==> config.mk <==
export PLATFORM = sky130hd
export DESIGN_NAME = base32_stream_decoder
export DESIGN_NICKNAME = d
export VERILOG_FILES = /design/src/design/b32d_pkg.sv /design/src/design/b32d_front.sv /design/src/design/b32d_queue.sv /design/src/design/b32d_back.sv /design/src/design/base32_stream_decoder.sv
export SDC_FILE = /design/constraint.sdc
export NUM_CORES = 1
export LEC_CHECK = 0
export BUFFER_PORTS_ARGS = -buffer_cell sky130_fd_sc_hd__buf_2
export CAP_MARGIN = 5
export CORE_MARGIN = 2
export CORE_UTILIZATION = 40
export CTS_CLUSTER_DIAMETER = 60
export CTS_CLUSTER_SIZE = 25
export DETAILED_ROUTE_END_ITERATION = 10
export PLACE_DENSITY = 0.53
export SLEW_MARGIN = 5
export SYNTH_ARGS = -nofsm -noshare
export SYNTH_HDL_FRONTEND = slang
export SYNTH_SLANG_ARGS = --single-unit
export TNS_END_PERCENT = 10
==> constraint.sdc <==
create_clock -name clk -period 5.7 [get_ports clk]
set_input_delay 1.14 -clock clk [delete_from_list [all_inputs] [get_ports clk]]
set_output_delay 1.14 -clock clk [all_outputs]
set_load 0.05 [all_outputs]
==> src/design/b32d_pkg.sv <==
// ----------------------------------------------------------------------------
// Base32 stream decoder package
// Types, constants and helper functions shared by the decoder's front end,
// job queue and byte emitter.
// ----------------------------------------------------------------------------
package b32d_pkg;

  // Symbols held in one full group, and the group's packed width.
  localparam int unsigned GROUP_SYMBOLS = 8;
  localparam int unsigned SYMBOL_WIDTH  = 5;
  localparam int unsigned GROUP_WIDTH   = GROUP_SYMBOLS * SYMBOL_WIDTH;

  // Depth of the queue between the front end and the byte emitter.
  localparam int unsigned QUEUE_DEPTH = 4;
  localparam int unsigned QPTR_WIDTH  = $clog2(QUEUE_DEPTH);

  // ASCII codes that bound the character classes.
  localparam logic [7:0] CHAR_LOWER_A = 8'h61;
  localparam logic [7:0] CHAR_LOWER_Z = 8'h7a;
  localparam logic [7:0] CHAR_UPPER_A = 8'h41;
  localparam logic [7:0] CHAR_UPPER_Z = 8'h5a;
  localparam logic [7:0] CHAR_TWO     = 8'h32;
  localparam logic [7:0] CHAR_SEVEN   = 8'h37;
  localparam logic [7:0] CHAR_ONE     = 8'h31;
  localparam logic [7:0] CHAR_PAD     = 8'h3d;

  // Offset that maps '2'..'7' onto 26..31.
  localparam logic [7:0] DIGIT_OFFSET = 8'd24;
  // The character '1' is read as 'I'.
  localparam logic [4:0] VALUE_OF_ONE = 5'd8;

  // Class of one input character.
  typedef enum logic [1:0] {
    SYM_DATA,
    SYM_PAD,
    SYM_BAD
  } sym_kind_t;

  typedef struct packed {
    sym_kind_t       kind;
    logic [4:0]      value;
  } sym_t;

  // One unit of work for the byte emitter: a packed group, its byte count
  // (1 to 5) and an error mark.
  typedef struct packed {
    logic [GROUP_WIDTH-1:0] bits;
    logic [2:0]             nbytes;
    logic                   err;
  } job_t;

  // Decodes one ASCII byte into its symbol class and value.
  function automatic sym_t classify(input logic [7:0] c);
    sym_t       s;
    logic [7:0] diff;
    s.kind  = SYM_BAD;
    s.value = '0;
    diff    = '0;
    if (c >= CHAR_LOWER_A && c <= CHAR_LOWER_Z) begin
      diff    = c - CHAR_LOWER_A;
      s.kind  = SYM_DATA;
      s.value = diff[4:0];
    end else if (c >= CHAR_UPPER_A && c <= CHAR_UPPER_Z) begin
      diff    = c - CHAR_UPPER_A;
      s.kind  = SYM_DATA;
      s.value = diff[4:0];
    end else if (c >= CHAR_TWO && c <= CHAR_SEVEN) begin
      diff    = c - DIGIT_OFFSET;
      s.kind  = SYM_DATA;
      s.value = diff[4:0];
    end else if (c == CHAR_ONE) begin
      s.kind  = SYM_DATA;
      s.value = VALUE_OF_ONE;
    end else if (c == CHAR_PAD) begin
      s.kind  = SYM_PAD;
    end
    return s;
  endfunction

  // Bytes given by a group, indexed by pad position or by short count.
  function automatic logic [2:0] byte_count(input logic [2:0] idx);
    logic [2:0] n;
    unique case (idx)
      3'd0:    n = 3'd5;
      3'd1:    n = 3'd1;
      3'd2:    n = 3'd1;
      3'd3:    n = 3'd2;
      3'd4:    n = 3'd2;
      3'd5:    n = 3'd3;
      3'd6:    n = 3'd4;
      3'd7:    n = 3'd4;
      default: n = 3'd5;
    endcase
    return n;
  endfunction

endpackage

==> src/design/b32d_front.sv <==
// ----------------------------------------------------------------------------
// Base32 decoder front end
// Accepts characters, classifies them, gathers groups of eight symbols and
// hands each closed group, short final group or error on as one job.
// ----------------------------------------------------------------------------
module b32d_front (
  input  logic           clk,
  input  logic           rst,
  input  logic           accept,
  input  logic [7:0]     symbol,
  input  logic           end_of_stream,
  output logic           push,
  output b32d_pkg::job_t job
);

  logic [4:0] group [b32d_pkg::GROUP_SYMBOLS];
  logic [2:0] count;
  logic [2:0] pad_pos;
  logic       discarding;

  b32d_pkg::sym_t sym;
  logic [4:0]     sym_value;
  logic [2:0]     pad_pos_next;
  logic           close_full;
  logic           close_short;
  logic [b32d_pkg::GROUP_WIDTH-1:0] word;

  // Classify the character and work out the pad position it leaves.
  always_comb begin
    sym          = b32d_pkg::classify(symbol);
    sym_value    = (sym.kind == b32d_pkg::SYM_DATA) ? sym.value : 5'd0;
    pad_pos_next = pad_pos;
    if (sym.kind == b32d_pkg::SYM_PAD && pad_pos == 3'd0) begin
      pad_pos_next = count;
    end
  end

  // Pack the open group with the current symbol in its slot; later slots
  // are still clear.
  always_comb begin
    for (int i = 0; i < b32d_pkg::GROUP_SYMBOLS; i++) begin
      word[b32d_pkg::GROUP_WIDTH-1-i*b32d_pkg::SYMBOL_WIDTH -: b32d_pkg::SYMBOL_WIDTH] =
        (count == i[2:0]) ? sym_value : group[i];
    end
  end

  // Decide whether this beat closes a group or reports an error.
  always_comb begin
    close_full  = (count == 3'd7);
    close_short = !close_full && end_of_stream;
    push        = 1'b0;
    job.bits    = word;
    job.nbytes  = 3'd0;
    job.err     = 1'b0;
    if (accept && !discarding) begin
      if (sym.kind == b32d_pkg::SYM_BAD) begin
        push       = 1'b1;
        job.bits   = '0;
        job.nbytes = 3'd1;
        job.err    = 1'b1;
      end else if (close_full) begin
        push       = 1'b1;
        job.nbytes = b32d_pkg::byte_count(pad_pos_next);
      end else if (close_short) begin
        push       = 1'b1;
        job.nbytes = b32d_pkg::byte_count(count + 3'd1);
      end
    end
  end

  // Group store and stream state.
  always_ff @(posedge clk) begin
    if (rst) begin
      for (int i = 0; i < b32d_pkg::GROUP_SYMBOLS; i++) begin
        group[i] <= '0;
      end
      count      <= '0;
      pad_pos    <= '0;
      discarding <= 1'b0;
    end else if (accept) begin
      if (discarding) begin
        if (end_of_stream) begin
          discarding <= 1'b0;
        end
      end else if (sym.kind == b32d_pkg::SYM_BAD || close_full || close_short) begin
        for (int i = 0; i < b32d_pkg::GROUP_SYMBOLS; i++) begin
          group[i] <= '0;
        end
        count      <= '0;
        pad_pos    <= '0;
        discarding <= (sym.kind == b32d_pkg::SYM_BAD) && !end_of_stream;
      end else begin
        group[count] <= sym_value;
        count        <= count + 3'd1;
        pad_pos      <= pad_pos_next;
      end
    end
  end

endmodule

==> src/design/b32d_queue.sv <==
// ----------------------------------------------------------------------------
// Base32 decoder job queue
// A small first-in first-out store of jobs that lets the front end and the
// byte emitter stall independently.
// ----------------------------------------------------------------------------
module b32d_queue (
  input  logic           clk,
  input  logic           rst,
  input  logic           push,
  input  b32d_pkg::job_t push_job,
  output logic           full,
  input  logic           pop,
  output logic           head_valid,
  output b32d_pkg::job_t head_job
);

  b32d_pkg::job_t store [b32d_pkg::QUEUE_DEPTH];
  logic [b32d_pkg::QPTR_WIDTH-1:0] wr_ptr;
  logic [b32d_pkg::QPTR_WIDTH-1:0] rd_ptr;
  logic [b32d_pkg::QPTR_WIDTH:0]   fill;

  localparam logic [b32d_pkg::QPTR_WIDTH:0] FULL_LEVEL =
    (b32d_pkg::QPTR_WIDTH + 1)'(b32d_pkg::QUEUE_DEPTH);

  assign full       = (fill == FULL_LEVEL);
  assign head_valid = (fill != '0);
  assign head_job   = store[rd_ptr];

  // Entry storage.
  always_ff @(posedge clk) begin
    if (push) begin
      store[wr_ptr] <= push_job;
    end
  end

  // Pointers and fill level.
  always_ff @(posedge clk) begin
    if (rst) begin
      wr_ptr <= '0;
      rd_ptr <= '0;
      fill   <= '0;
    end else begin
      if (push) begin
        wr_ptr <= wr_ptr + 1'b1;
      end
      if (pop) begin
        rd_ptr <= rd_ptr + 1'b1;
      end
      case ({push, pop})
        2'b10:   fill <= fill + 1'b1;
        2'b01:   fill <= fill - 1'b1;
        default: fill <= fill;
      endcase
    end
  end

endmodule

==> src/design/b32d_back.sv <==
// ----------------------------------------------------------------------------
// Base32 decoder byte emitter
// Takes jobs from the queue and sends their bytes one beat at a time through
// an output register.
// ----------------------------------------------------------------------------
module b32d_back (
  input  logic           clk,
  input  logic           rst,
  input  logic           head_valid,
  input  b32d_pkg::job_t head_job,
  output logic           pop,
  output logic           m_tvalid,
  input  logic           m_tready,
  output logic [7:0]     m_tdata,
  output logic           m_tlast,
  output logic [0:0]     m_tuser
);

  logic [2:0] byte_idx;
  logic       load;
  logic       last_byte;
  logic [7:0] byte_sel;

  // Pick the current byte of the head job.
  always_comb begin
    case (byte_idx)
      3'd0:    byte_sel = head_job.bits[39:32];
      3'd1:    byte_sel = head_job.bits[31:24];
      3'd2:    byte_sel = head_job.bits[23:16];
      3'd3:    byte_sel = head_job.bits[15:8];
      3'd4:    byte_sel = head_job.bits[7:0];
      default: byte_sel = 8'd0;
    endcase
  end

  assign load      = head_valid && (!m_tvalid || m_tready);
  assign last_byte = (byte_idx == head_job.nbytes - 3'd1);
  assign pop       = load && last_byte;

  // Byte index within the head job.
  always_ff @(posedge clk) begin
    if (rst) begin
      byte_idx <= '0;
    end else if (load) begin
      byte_idx <= last_byte ? 3'd0 : byte_idx + 3'd1;
    end
  end

  // Output register valid flag.
  always_ff @(posedge clk) begin
    if (rst) begin
      m_tvalid <= 1'b0;
    end else if (load) begin
      m_tvalid <= 1'b1;
    end else if (m_tready) begin
      m_tvalid <= 1'b0;
    end
  end

  // Output register payload.
  always_ff @(posedge clk) begin
    if (load) begin
      m_tdata    <= byte_sel;
      m_tlast    <= last_byte;
      m_tuser[0] <= head_job.err;
    end
  end

endmodule

==> src/design/base32_stream_decoder.sv <==
// ----------------------------------------------------------------------------
// Base32 stream decoder
// Decodes base32 text, one character per beat, into a stream of bytes.
// ----------------------------------------------------------------------------
// Usage:
//   The slave channel takes one ASCII character per beat in s_tdata, with
//   s_tlast marking the final character of a stream. The master channel
//   gives one decoded byte per beat; m_tlast marks the last byte caused by
//   one input beat and m_tuser flags an invalid character (data then zero).
//   A character is taken every cycle while the job queue has room, so the
//   block sustains one character per cycle. The front end closes a group on
//   its eighth symbol or on s_tlast, and an error at once; each closed group
//   becomes a job of one to five bytes in a four-entry queue. The emitter
//   sends one byte per cycle while the receiver takes them; the first byte of
//   a job is written into the queue and then loaded into the output register.
//   When the receiver stalls, the output register holds its byte, the queue
//   fills, and s_tready falls once all four entries are taken. Reset clears
//   the open group, the error discard state, the queue and the output valid
//   flag; no byte is pending.
// ----------------------------------------------------------------------------
module base32_stream_decoder (
  input  logic       clk,
  input  logic       rst,
  input  logic       s_tvalid,
  output logic       s_tready,
  input  logic [7:0] s_tdata,   // [7:0] symbol
  input  logic       s_tlast,
  output logic       m_tvalid,
  input  logic       m_tready,
  output logic [7:0] m_tdata,   // [7:0] data_byte
  output logic       m_tlast,
  output logic [0:0] m_tuser    // [0] is_error
);

  logic           accept;
  logic           push;
  logic           full;
  logic           pop;
  logic           head_valid;
  b32d_pkg::job_t push_job;
  b32d_pkg::job_t head_job;

  assign s_tready = !full;
  assign accept   = s_tvalid && s_tready;

  b32d_front u_front (
    .clk           (clk),
    .rst           (rst),
    .accept        (accept),
    .symbol        (s_tdata),
    .end_of_stream (s_tlast),
    .push          (push),
    .job           (push_job)
  );

  b32d_queue u_queue (
    .clk        (clk),
    .rst        (rst),
    .push       (push),
    .push_job   (push_job),
    .full       (full),
    .pop        (pop),
    .head_valid (head_valid),
    .head_job   (head_job)
  );

  b32d_back u_back (
    .clk        (clk),
    .rst        (rst),
    .head_valid (head_valid),
    .head_job   (head_job),
    .pop        (pop),
    .m_tvalid   (m_tvalid),
    .m_tready   (m_tready),
    .m_tdata    (m_tdata),
    .m_tlast    (m_tlast),
    .m_tuser    (m_tuser)
  );

endmodule

Yosys cells after proc, flatten, opt, wreduce, memory -nomap -nowiden
Memory sizes are Yosys's and may differ from the RTL's. A register that Yosys moved wholly into a read port is not among the register bits. Index checks and enable logic that the tools add are counted.

Reduce and logical (&&, ||, !) cells: 27. $lt $le $gt $ge: 6. Add/sub/neg operators: 10. Bitwise operators: 9. Muxes and demuxes: 63. Equal/unequal tests: 19.

Operators by type and width (count): 5-bit 2-to-1 mux (18); 44-bit 2-to-1 mux (1); 40-bit 2-to-1 mux (1); 8-bit one-hot mux with 5 select lines (1); 1-bit 2-to-1 mux (25); 3-bit 2-to-1 mux (8); 7-bit 2-to-1 mux (3); 3-bit equality test (second input constant) (6); 8-bit by 6-bit equality test with 1-bit output (second input constant) (2); 8-bit by 7-bit greater-or-equal comparator with 1-bit output (second input constant) (2); 8-bit by 7-bit <= comparator with 1-bit output (second input constant) (2); 3-bit by 2-bit equality test with 1-bit output (second input constant) (4); 1-bit logical AND (10); 5-bit by 1-bit subtractor with 5-bit output (second input constant) (2); 3-bit by 1-bit adder with 3-bit output (second input constant) (3); 3-bit logical NOT (3); 8-bit by 6-bit greater-or-equal comparator with 1-bit output (second input constant) (1); 8-bit by 6-bit <= comparator with 1-bit output (second input constant) (1); 2-bit 2-to-1 mux (4); 1-bit bitwise OR (8); 3-bit by 1-bit equality test with 1-bit output (second input constant) (2); 3-bit one-hot mux with 2 select lines (1); 3-bit by 1-bit subtractor with 3-bit output (second input constant) (2); 1-bit logical NOT (5); other kinds (13) (19).

Memory bits (read-only): 48. Memory bits (writable): 216. Register bits after elaboration: 28. Memories kept: 4. Output and inout port bits: 12. Word-level logic and storage cells: 149. Input bits: 13.

Memory list: u_queue.store (depth 4, bits a word 44, read ports 1, clocked after memory_dff 1, wr ports 1, line b32d_queue.sv:17) `b32d_pkg::job_t store [b32d_pkg::QUEUE_DEPTH];`; u_front.group (depth 8, bits a word 5, read ports 8, clocked after memory_dff 0, wr ports 8, line b32d_front.sv:16) `logic [4:0] group [b32d_pkg::GROUP_SYMBOLS];`; (no name shown) (depth 8, bits a word 3, read ports 1, clocked after memory_dff 0, wr ports 0, line b32d_pkg.sv:83) `unique case (idx)`; (no name shown) (depth 8, bits a word 3, read ports 1, clocked after memory_dff 0, wr ports 0, line b32d_pkg.sv:83).

Logic depth before layout (Yosys ltp)
Gate-level depths: netlist of the first run.

Depth in word-level cells: 16. Depth in mapped cells: 14. Gate-level depth less buffers: 12.

By module
Synthesis of the first run repeated with hierarchy kept, for this count alone.

Cell total of the unflattened synthesis: 692. Area, all modules: 10815.4 µm².

Modules (own cells, without submodules): b32d_queue (instances 1, area each 6834.1 µm², cells an instance 273, sequential area each 5465.2 µm²); b32d_front (instances 1, area each 3100.5 µm², cells an instance 339, sequential area each 1341.3 µm²); b32d_back (instances 1, area each 870.8 µm², cells an instance 78, sequential area each 380.4 µm²); base32_stream_decoder (instances 1, area each 10.0 µm², cells an instance 2, sequential area each 0.0 µm²).

Least setup slack after synthesis of the first run
OpenSTA, ideal clock, no wires.

Kind: input to register. Start: input port s_tdata[1]. End: memory u_queue.store[0][0] (netlist bit) (enable). Library setup time: 451 ps. Required time: 5249 ps. Cell stages on the path: 8. Arrival: 4641 ps. Path buffers: 1. Slack: 608 ps. Cells stage by stage: clkbuf_1 > inv_1 > ha_1 > nor4b_4 > a2111o_1 > a31o_2 > a41oi_4 > nor2b_1.

Word-level cells in the longest chain between the ends: 11. Elaborated cells on any way between the ends: 21. Classes of those cells: order compare: 6; eq/ne: 3; mux: 9; reduce/logical: 3.

RTL lines: start: declaration (line base32_stream_decoder.sv:26) `input logic [7:0] s_tdata,`; parallel branches: the longest is 5 deep, another holds 8-bit by 6-bit greater-or-equal comparator with 1-bit output; 7-bit 2-to-1 mux (*) (line b32d_pkg.sv:59) `if (c >= CHAR_LOWER_A && c <= CHAR_LOWER_Z) begin`; 2-bit equality test (*) (line b32d_front.sv:56) `if (sym.kind == b32d_pkg::SYM_BAD) begin`; 1-bit 2-to-1 mux (*) (line b32d_front.sv:56); 1-bit 2-to-1 mux (*) (line b32d_front.sv:55) `if (accept && !discarding) begin`; 1-bit 2-to-1 mux (*) (line b32d_queue.sv:31) `if (push) begin`; 1-bit 2-to-1 mux (not written as such) (*) (line b32d_queue.sv:32) `store[wr_ptr] <= push_job;`; end: declaration (line b32d_queue.sv:17).

Mark *: on every way between the ends.

Final worst setup path of the first run
Start: input port s_tdata[1]. End: register u_queue.fill[2] (netlist bit).

Word-level cells in the longest chain between the ends: 11. Elaborated cells on any way between the ends: 23. Classes of those cells: order compare: 6; eq/ne: 5; mux: 8; reduce/logical: 4.

RTL lines: parallel branches: the longest is 5 deep, another holds 8-bit by 6-bit greater-or-equal comparator with 1-bit output; 7-bit 2-to-1 mux (*) (line b32d_pkg.sv:59); 2-bit equality test (*) (line b32d_front.sv:56); 1-bit 2-to-1 mux (*) (line b32d_front.sv:56); 1-bit 2-to-1 mux (*) (line b32d_front.sv:55); 2-bit by 1-bit equality test with 1-bit output or 2-bit equality test (tied branches) (line b32d_queue.sv:49) `case ({push, pop})`; 3-bit one-hot mux with 2 select lines or 2-bit nonzero test (tied branches); end signal: assignment (line b32d_queue.sv:50) `2'b10: fill <= fill + 1'b1;`; end signal: assignment (line b32d_queue.sv:51) `2'b01: fill <= fill - 1'b1;`; end signal: assignment (line b32d_queue.sv:52) `default: fill <= fill;`; end: declaration (line b32d_queue.sv:20) `logic [b32d_pkg::QPTR_WIDTH:0] fill;`.

Marked as above. A chain may end at the register's enable or synchronous reset.

==> metrics.txt, run 1 <==
routed vias/inst between 5 and 6; count of state elements after synthesis approximately 250; Wirelength per Cell 22.28 um; met3 Usage GRT 1.744%; Syn Area/Cell 14.79 um^2; Synth Net Count 783; Die Width 170.1 um; Tot Pwr around 4.8 mW; Pleak 3.934 nW; status finished clean; fmax 262.3 MHz; Reg area 0.007189 mm^2; die area 0.02894 mm^2; HP Class reg2reg; PD cells 393.8 mW/mm^2; crit start category primary input; Hold Slack 481.6 ps; H-tree Lvls 1; Clock Sinks 246; CTS Root Cell clkbuf_16; global-route wire length before repair approximately 38,000 um; CORE AREA 0.02703 mm^2; reg2reg path depth 13; reg2reg setup slack approximately 2000 ps; grt total ovfl 0; placed inst area ~0.012 mm^2; CP peak stage delay approximately 470 ps; setup TNS 0 ps; Cells after DPL 1,073; Worst Skew around 22 ps; share of cells above drive strength 1 18.04%; worst-path cell chain buf_2 -> inv_1 -> ha_1 -> nor4b_4 -> a2111o_1 -> a31o_2 -> a41oi_4 -> ha_1 -> inv_1 -> fa_1 -> xor2_1 -> or3_1 -> a21oi_1; Hold Violations, Final 0; R2R Path End u_queue.fill[2]$_SDFFE_PP0P_; Fill cells about 2,400; # nets final 790; post-synthesis async set-or-reset flop share 0%; CP max FO 9; Mapped Area 0.01104 mm^2; VDD IR-drop max approximately 0.26 mV; Worst EP arrival 4250 ps; Ys Warns 0; crit path capture type flop; most frequent cells in the layout edfxtp_1, nor2_1, nand2_1; Hold Path Cell Cnt 2; Initial Util 40.84%; Main synth FF type edfxtp_1; final worst path period share around two thirds; Max-Cap Viols 0; GRT Total Usage 17.41%; most common cell after layout, fill and taps aside edfxtp_1; initial antenna violation count 0; GP Congestion roughly 0.86; footprint of the multi-input gates 0.003585 mm^2; largest net degree at the start of global routing 45; Buffers & Inverters on Critical Path 3; Hold EP u_back.m_tvalid$_SDFFE_PP0P_; Final WS setup 1887 ps; Worst Min Path Start u_back.m_tvalid$_SDFFE_PP0P_; Remaining DRCs 0; non-filler cells, final between 1,000 and 1,500; num rows 60; post_cts resized 0; TritonCTS Buffers 19; Area growth syn-to-layout 10.21%; CTS tree done; hpwl dp ~16,000 um; Netlist cell types 66; final setup vio count 0; Crit Path Class in2reg; Final Critical Period around 3800 ps; Final ANT Viol Nets 0; Hold Buf Count CTS 0; Port Buf Inserts 24; most used routing layer met2; Post-CTS Repair Setup Buffers 0; final core utilization 45.01%; worst slew pin tran 1154 ps; Worst-Skew Late Latency a little over 500 ps; Final Instance Area 0.01216 mm^2; DRT Pass-1 Iters 5; vias in the first global route 6,531; Crit-path slowest cell a2111o_1; dpl ws 1362 ps; max-slew violations 0; final wirelength 24,640 um; Top delay family on crit path compound AO/OA/AOI/OAI gates; Mapped Cells 746; ANT cells 0; WP data required 6140 ps; GR met2 Demand/Resource 28.84%; RSZ-0062 raised after global routing false; die height 170.1 um; Post-synth EDFFs between 200 and 250; 1st-iter DRT viols 511; Max Buffers Root-to-Sink 3; Seq/Total Area, Yosys 65.12%; vias 6,292; Clock transition at path regs 90 ps; met1 usage between 20% and 30%; Relative slew margins 22.89%; Top Ports 25
-- power by group --
group          leakage [nW]  switching, mW  internal (mW)
sequential             2.34         0.0770           2.25
combinational          1.27          0.707          0.359
clock                 0.322          0.722          0.676
total                  3.93           1.51           3.28
-- state kept, by name, summed over array words and instances (netlist names), 2 cells and up, named ones only --
| signal | count |
|---|---|
| u_back.byte_idx | 3 |
| u_queue.store | 176 |
| u_queue.fill | 3 |
| u_front.group | 40 |
| u_front.count | 3 |
| u_front.pad_pos | 3 |
| u_queue.wr_ptr | 2 |
| u_queue.rd_ptr | 2 |
| u_back.m_tdata | 8 |
-- synth_stat cells, types with 2 or more instances --
cell type,count,area (um^2)
edfxtp_1,226,6787
nor2_1,78,292.8
nand2_1,47,176.4
mux4_2,44,991.0
a21oi_1,34,170.2
a211oi_1,25,187.7
ha_1,23,287.8
clkbuf_1,22,82.58
dfxtp_1,20,400.4
inv_1,20,75.07
buf_2,17,85.08
a311oi_1,16,140.1
nand3_1,16,80.08
nor2b_1,12,75.07
buf_1,11,41.29
mux2i_1,11,110.1
nor3_1,11,55.05
o31ai_1,9,67.56
a22oi_1,8,60.06
nor4_1,8,50.05
nand2b_1,7,43.79
xnor2_1,7,61.31
and2_1,5,31.28
a2111oi_0,4,35.03
o21ai_0,4,20.02
a31oi_1,3,18.77
a41oi_1,3,26.28
or4_1,3,22.52
xor2_1,3,26.28
and3_1,2,12.51
clkinv_1,2,7.510
mux2_2,2,22.52
nand3b_1,2,15.01
nand4b_1,2,17.52
nor4b_1,2,17.52
nor4b_4,2,47.55
o21ai_2,2,17.52
o31ai_2,2,25.02
o32a_1,2,20.02
o32ai_1,2,17.52
or3_1,2,12.51
-- worst max-delay path by stage --
| stage | start | to | slack, ps | depth (start not counted) |
|---|---|---|---|---|
| 3_5_place_dp | s_tdata[1] | u_queue.fill[2]$_SDFFE_PP0P_ | 1360 | 13 |
| 3_3_place_gp | s_tdata[1] | u_queue.fill[2]$_SDFFE_PP0P_ | 1440 | 13 |
| 5_1_grt | s_tdata[1] | u_queue.fill[2]$_SDFFE_PP0P_ | 1710 | 13 |
| 2_1_floorplan | s_tdata[1] | u_queue.store[0][0]$_DFFE_PP_ | 610 | 8 |
| 4_1_cts | s_tdata[1] | u_queue.fill[2]$_SDFFE_PP0P_ | 1880 | 13 |
| 6_report | s_tdata[1] | u_queue.fill[2]$_SDFFE_PP0P_ | 1890 | 13 |
-- worst min-delay path, cell delays in order (launching register included) --
cell	delay, ps
dfxtp_1	330
nand2_1	60
a21oi_1	50
-- cell type report --
type,instances,share of cell area [%]
Sequential cell,246,59.10
Inverter,22,0.6789
Multi-Input combinational cell,427,29.47
Clock buffer,19,3.909
Tap cell,341,3.507
Timing Repair Buffer,37,1.790
Clock inverter,14,1.543
-- cells by family (layout without fill, tap and decap cells) --
kind of cell             Yosys count  after routing  synth area share, %
flip-flops                       246            246                65.12
AND/OR/NAND/NOR                  207            207                9.387
AO/OA/AOI/OAI                    129            129                9.024
XOR/XNOR                          10             10               0.7936
buffers and inverters             73             92                2.709
multiplexers                      57             57                10.18
adder cells (fa/ha/maj)           24             24                2.789
-- layer usage --
layer | wire length [um] | vias to the layer above | part of all wire (%)
met3 | 863 | 24 | 3.5
li1 | - | 2928 | -
met1 | 11680 | 3211 | 47
met2 | 11740 | 129 | 48
met5 | 0 | - | 0
met4 | 350 | 0 | 1.4
No activity file was read; power rests on OpenSTA's default activity.
==> run 2: changes to the inputs <==
- PLACE_DENSITY: 0.53 -> 0.55
- clock period: 5.7 -> 3.25 ns (I/O delays scaled with it)
==> run 2 against run 1 <==
Net effect: register-to-register slack got worse by 1900 ps; critical path depth decreased by 1; cell area increased by 5.1%; flip-flop and latch count unchanged.
==> metrics.txt, run 2 (synthesized netlist as in run 1, its figures left out) <==
CP most frequent cell inv_2; initial antenna violation count 0; CP peak stage delay 530 ps; Crit Path Class reg2reg; ANT cells 0; final core utilization between 40% and 50%; GRT Total Usage approximately 17%; Final Instance Area 0.01278 mm^2; CP max FO 4; WL met2 approximately 12,000 um; H-tree Lvls 1; Initial Util 40.84%; final setup vio count 0; # nets final 859; max-slew violations 0; GP Congestion 0.8719; num rows 60; Area growth syn-to-layout 15.83%; Clock transition at path regs 90 ps; Buffers & Inverters on Critical Path 2; die area 0.02894 mm^2; Hold EP u_back.m_tvalid$_SDFFE_PP0P_; Hold Path Cell Cnt 4; WP data required 3680 ps; largest net degree at the start of global routing 45; non-filler cells, final approximately 1,200; final wirelength between 20,000 and 25,000 um; Crit-path slowest cell mux4_2; Pleak 4.279 nW; number of flip-flops in the largest register ~180; CORE AREA 0.02703 mm^2; met3 wire len 816 um; 1st-iter DRT viols roughly 550; most frequent cells in the layout edfxtp_1, nor2_1, buf_4; most common cell after layout, fill and taps aside edfxtp_1; routed vias/inst between 5 and 6; CTS tree done; worst-path cell chain mux4_2 -> inv_2 -> ha_4 -> xnor2_4 -> xnor2_2 -> nor4b_4 -> ha_2 -> inv_2 -> fa_2 -> xor2_1 -> or3_1 -> a21oi_2; worst slew pin tran about 890 ps; fmax 315.4 MHz; crit path capture type flop; share of cells above drive strength 1 26.11%; die height 170.1 um; placed inst area roughly 0.012 mm^2; hpwl dp 16,030 um; status finished clean; reg2reg setup slack 80 ps; Cells after DPL 1,141; crit start category flop; Worst Skew 16.28 ps; Port Buf Inserts 24; largest registers u_queue.store x176, u_front.group x40, u_back.m_tdata x8; grt total ovfl 0; reg2reg path depth 12; RSZ-0062 raised after global routing true; Hold Slack 435.3 ps; Final ANT Viol Nets 0; TritonCTS Buffers 17; Worst-Skew Late Latency 500 ps; Clock Sinks 246; Die Width between 150 and 200 um; Hold Violations, Final 0; global-route wire length before repair 38,090 um; metal1 wirelength 11,120 um; Remaining DRCs 0; HP Class in2reg; Tot Pwr between 8 and 9 mW; CTS Root Cell clkbuf_16; Hold Buf Count CTS 0; vias 6,536; DRT Pass-1 Iters 6; VDD IR-drop max 0.3581 mV; Final Critical Period roughly 3200 ps; Worst EP arrival 3600 ps; Relative slew margins between 40% and 50%; R2R Path End u_queue.fill[2]$_SDFFE_PP0P_; Top Ports 25; PD cells around 650 mW/mm^2; Max-Cap Viols 0; Max Buffers Root-to-Sink 3; Top reg by flops u_queue.store; Worst Min Path Start m_tready; WP depth 12; final worst path period share 97.54%; vias in the first global route 6,530; highest metal used met4; Wirelength per Cell around 21 um; Top delay family on crit path adder cells
[run 2: cell types whose count changed in the layout (fill, tap and decap cells not counted), moves of 3 or more]
| cell | delta |
|---|---|
| ha_4 | +3 |
| buf_12 | +9 |
| buf_4 | +62 |
| inv_1 | -4 |
| inv_2 | +3 |
| ha_1 | -4 |
[run 2: worst reg2reg max path: stages, from the launching register on]
cell     delay, ps
dfxtp_4        380
mux4_2         530
inv_2           80
ha_4           150
xnor2_4         80
xnor2_2        170
nor4b_4        390
ha_2           280
inv_2           40
fa_2           330
xor2_1         150
or3_1          370
a21oi_2        160
[run 2: worst max-delay path by stage]
stage	from	to	slack [ps]
3_3_place_gp	s_tdata[0]	u_queue.store[0][18]$_DFFE_PP_	-50
2_1_floorplan	s_tdata[1]	u_queue.fill[2]$_SDFFE_PP0P_	-220
6_report	flop	u_queue.fill[2]$_SDFFE_PP0P_	80
4_1_cts	flop	u_queue.fill[2]$_SDFFE_PP0P_	20
5_1_grt	flop	u_queue.fill[2]$_SDFFE_PP0P_	-40
3_5_place_dp	s_tdata[0]	u_queue.fill[2]$_SDFFE_PP0P_	-100
[run 2: final cells by class]
cell class | instances | area, um^2
Sequential cell | 246 | 7192
Inverter | 22 | 85.08
Multi-Input combinational cell | 427 | 3666
Tap cell | 341 | 426.7
Timing Repair Buffer | 108 | 863.3
Clock buffer | 17 | 425.4
Clock inverter | 11 | 125.1
Fill cell | 2307 | 14240
[run 2: per-stage QoR]
stage | setup WS [ps] | setup TNS, ps
after CTS | 16.11 | 0
after detailed placement | -95.87 | -371.9
after global routing | -35.88 | -35.88
final | 79.79 | 0
after global placement | -49.12 | -244.1
after floorplan | -217.5 | -293.6
[run 2: power by group]
group | switching (mW) | leakage [nW] | total [mW] | internal, mW
Combinational | 1.28 | 1.67 | 2.08 | 0.800
Sequential | 0.124 | 2.34 | 4.06 | 3.94
Clock | 1.14 | 0.269 | 2.17 | 1.03
Total | 2.55 | 4.28 | 8.32 | 5.77
[run 2: routing by layer]
layer | vias to the layer above | global-route usage, %
met2 | 117 | 28.72
met4 | 0 | 3.010
met5 | - | 0
met1 | 3340 | 24.39
li1 | 3056 | -
met3 | 23 | 1.907
[run 2: timing repair]
action / 4_1_cts / 5_1_grt
resized for setup: 0 / 9
endpoints found under the setup margin: 1 / 1
buffers inserted: 0 / 3
pin swaps: 1 / 7
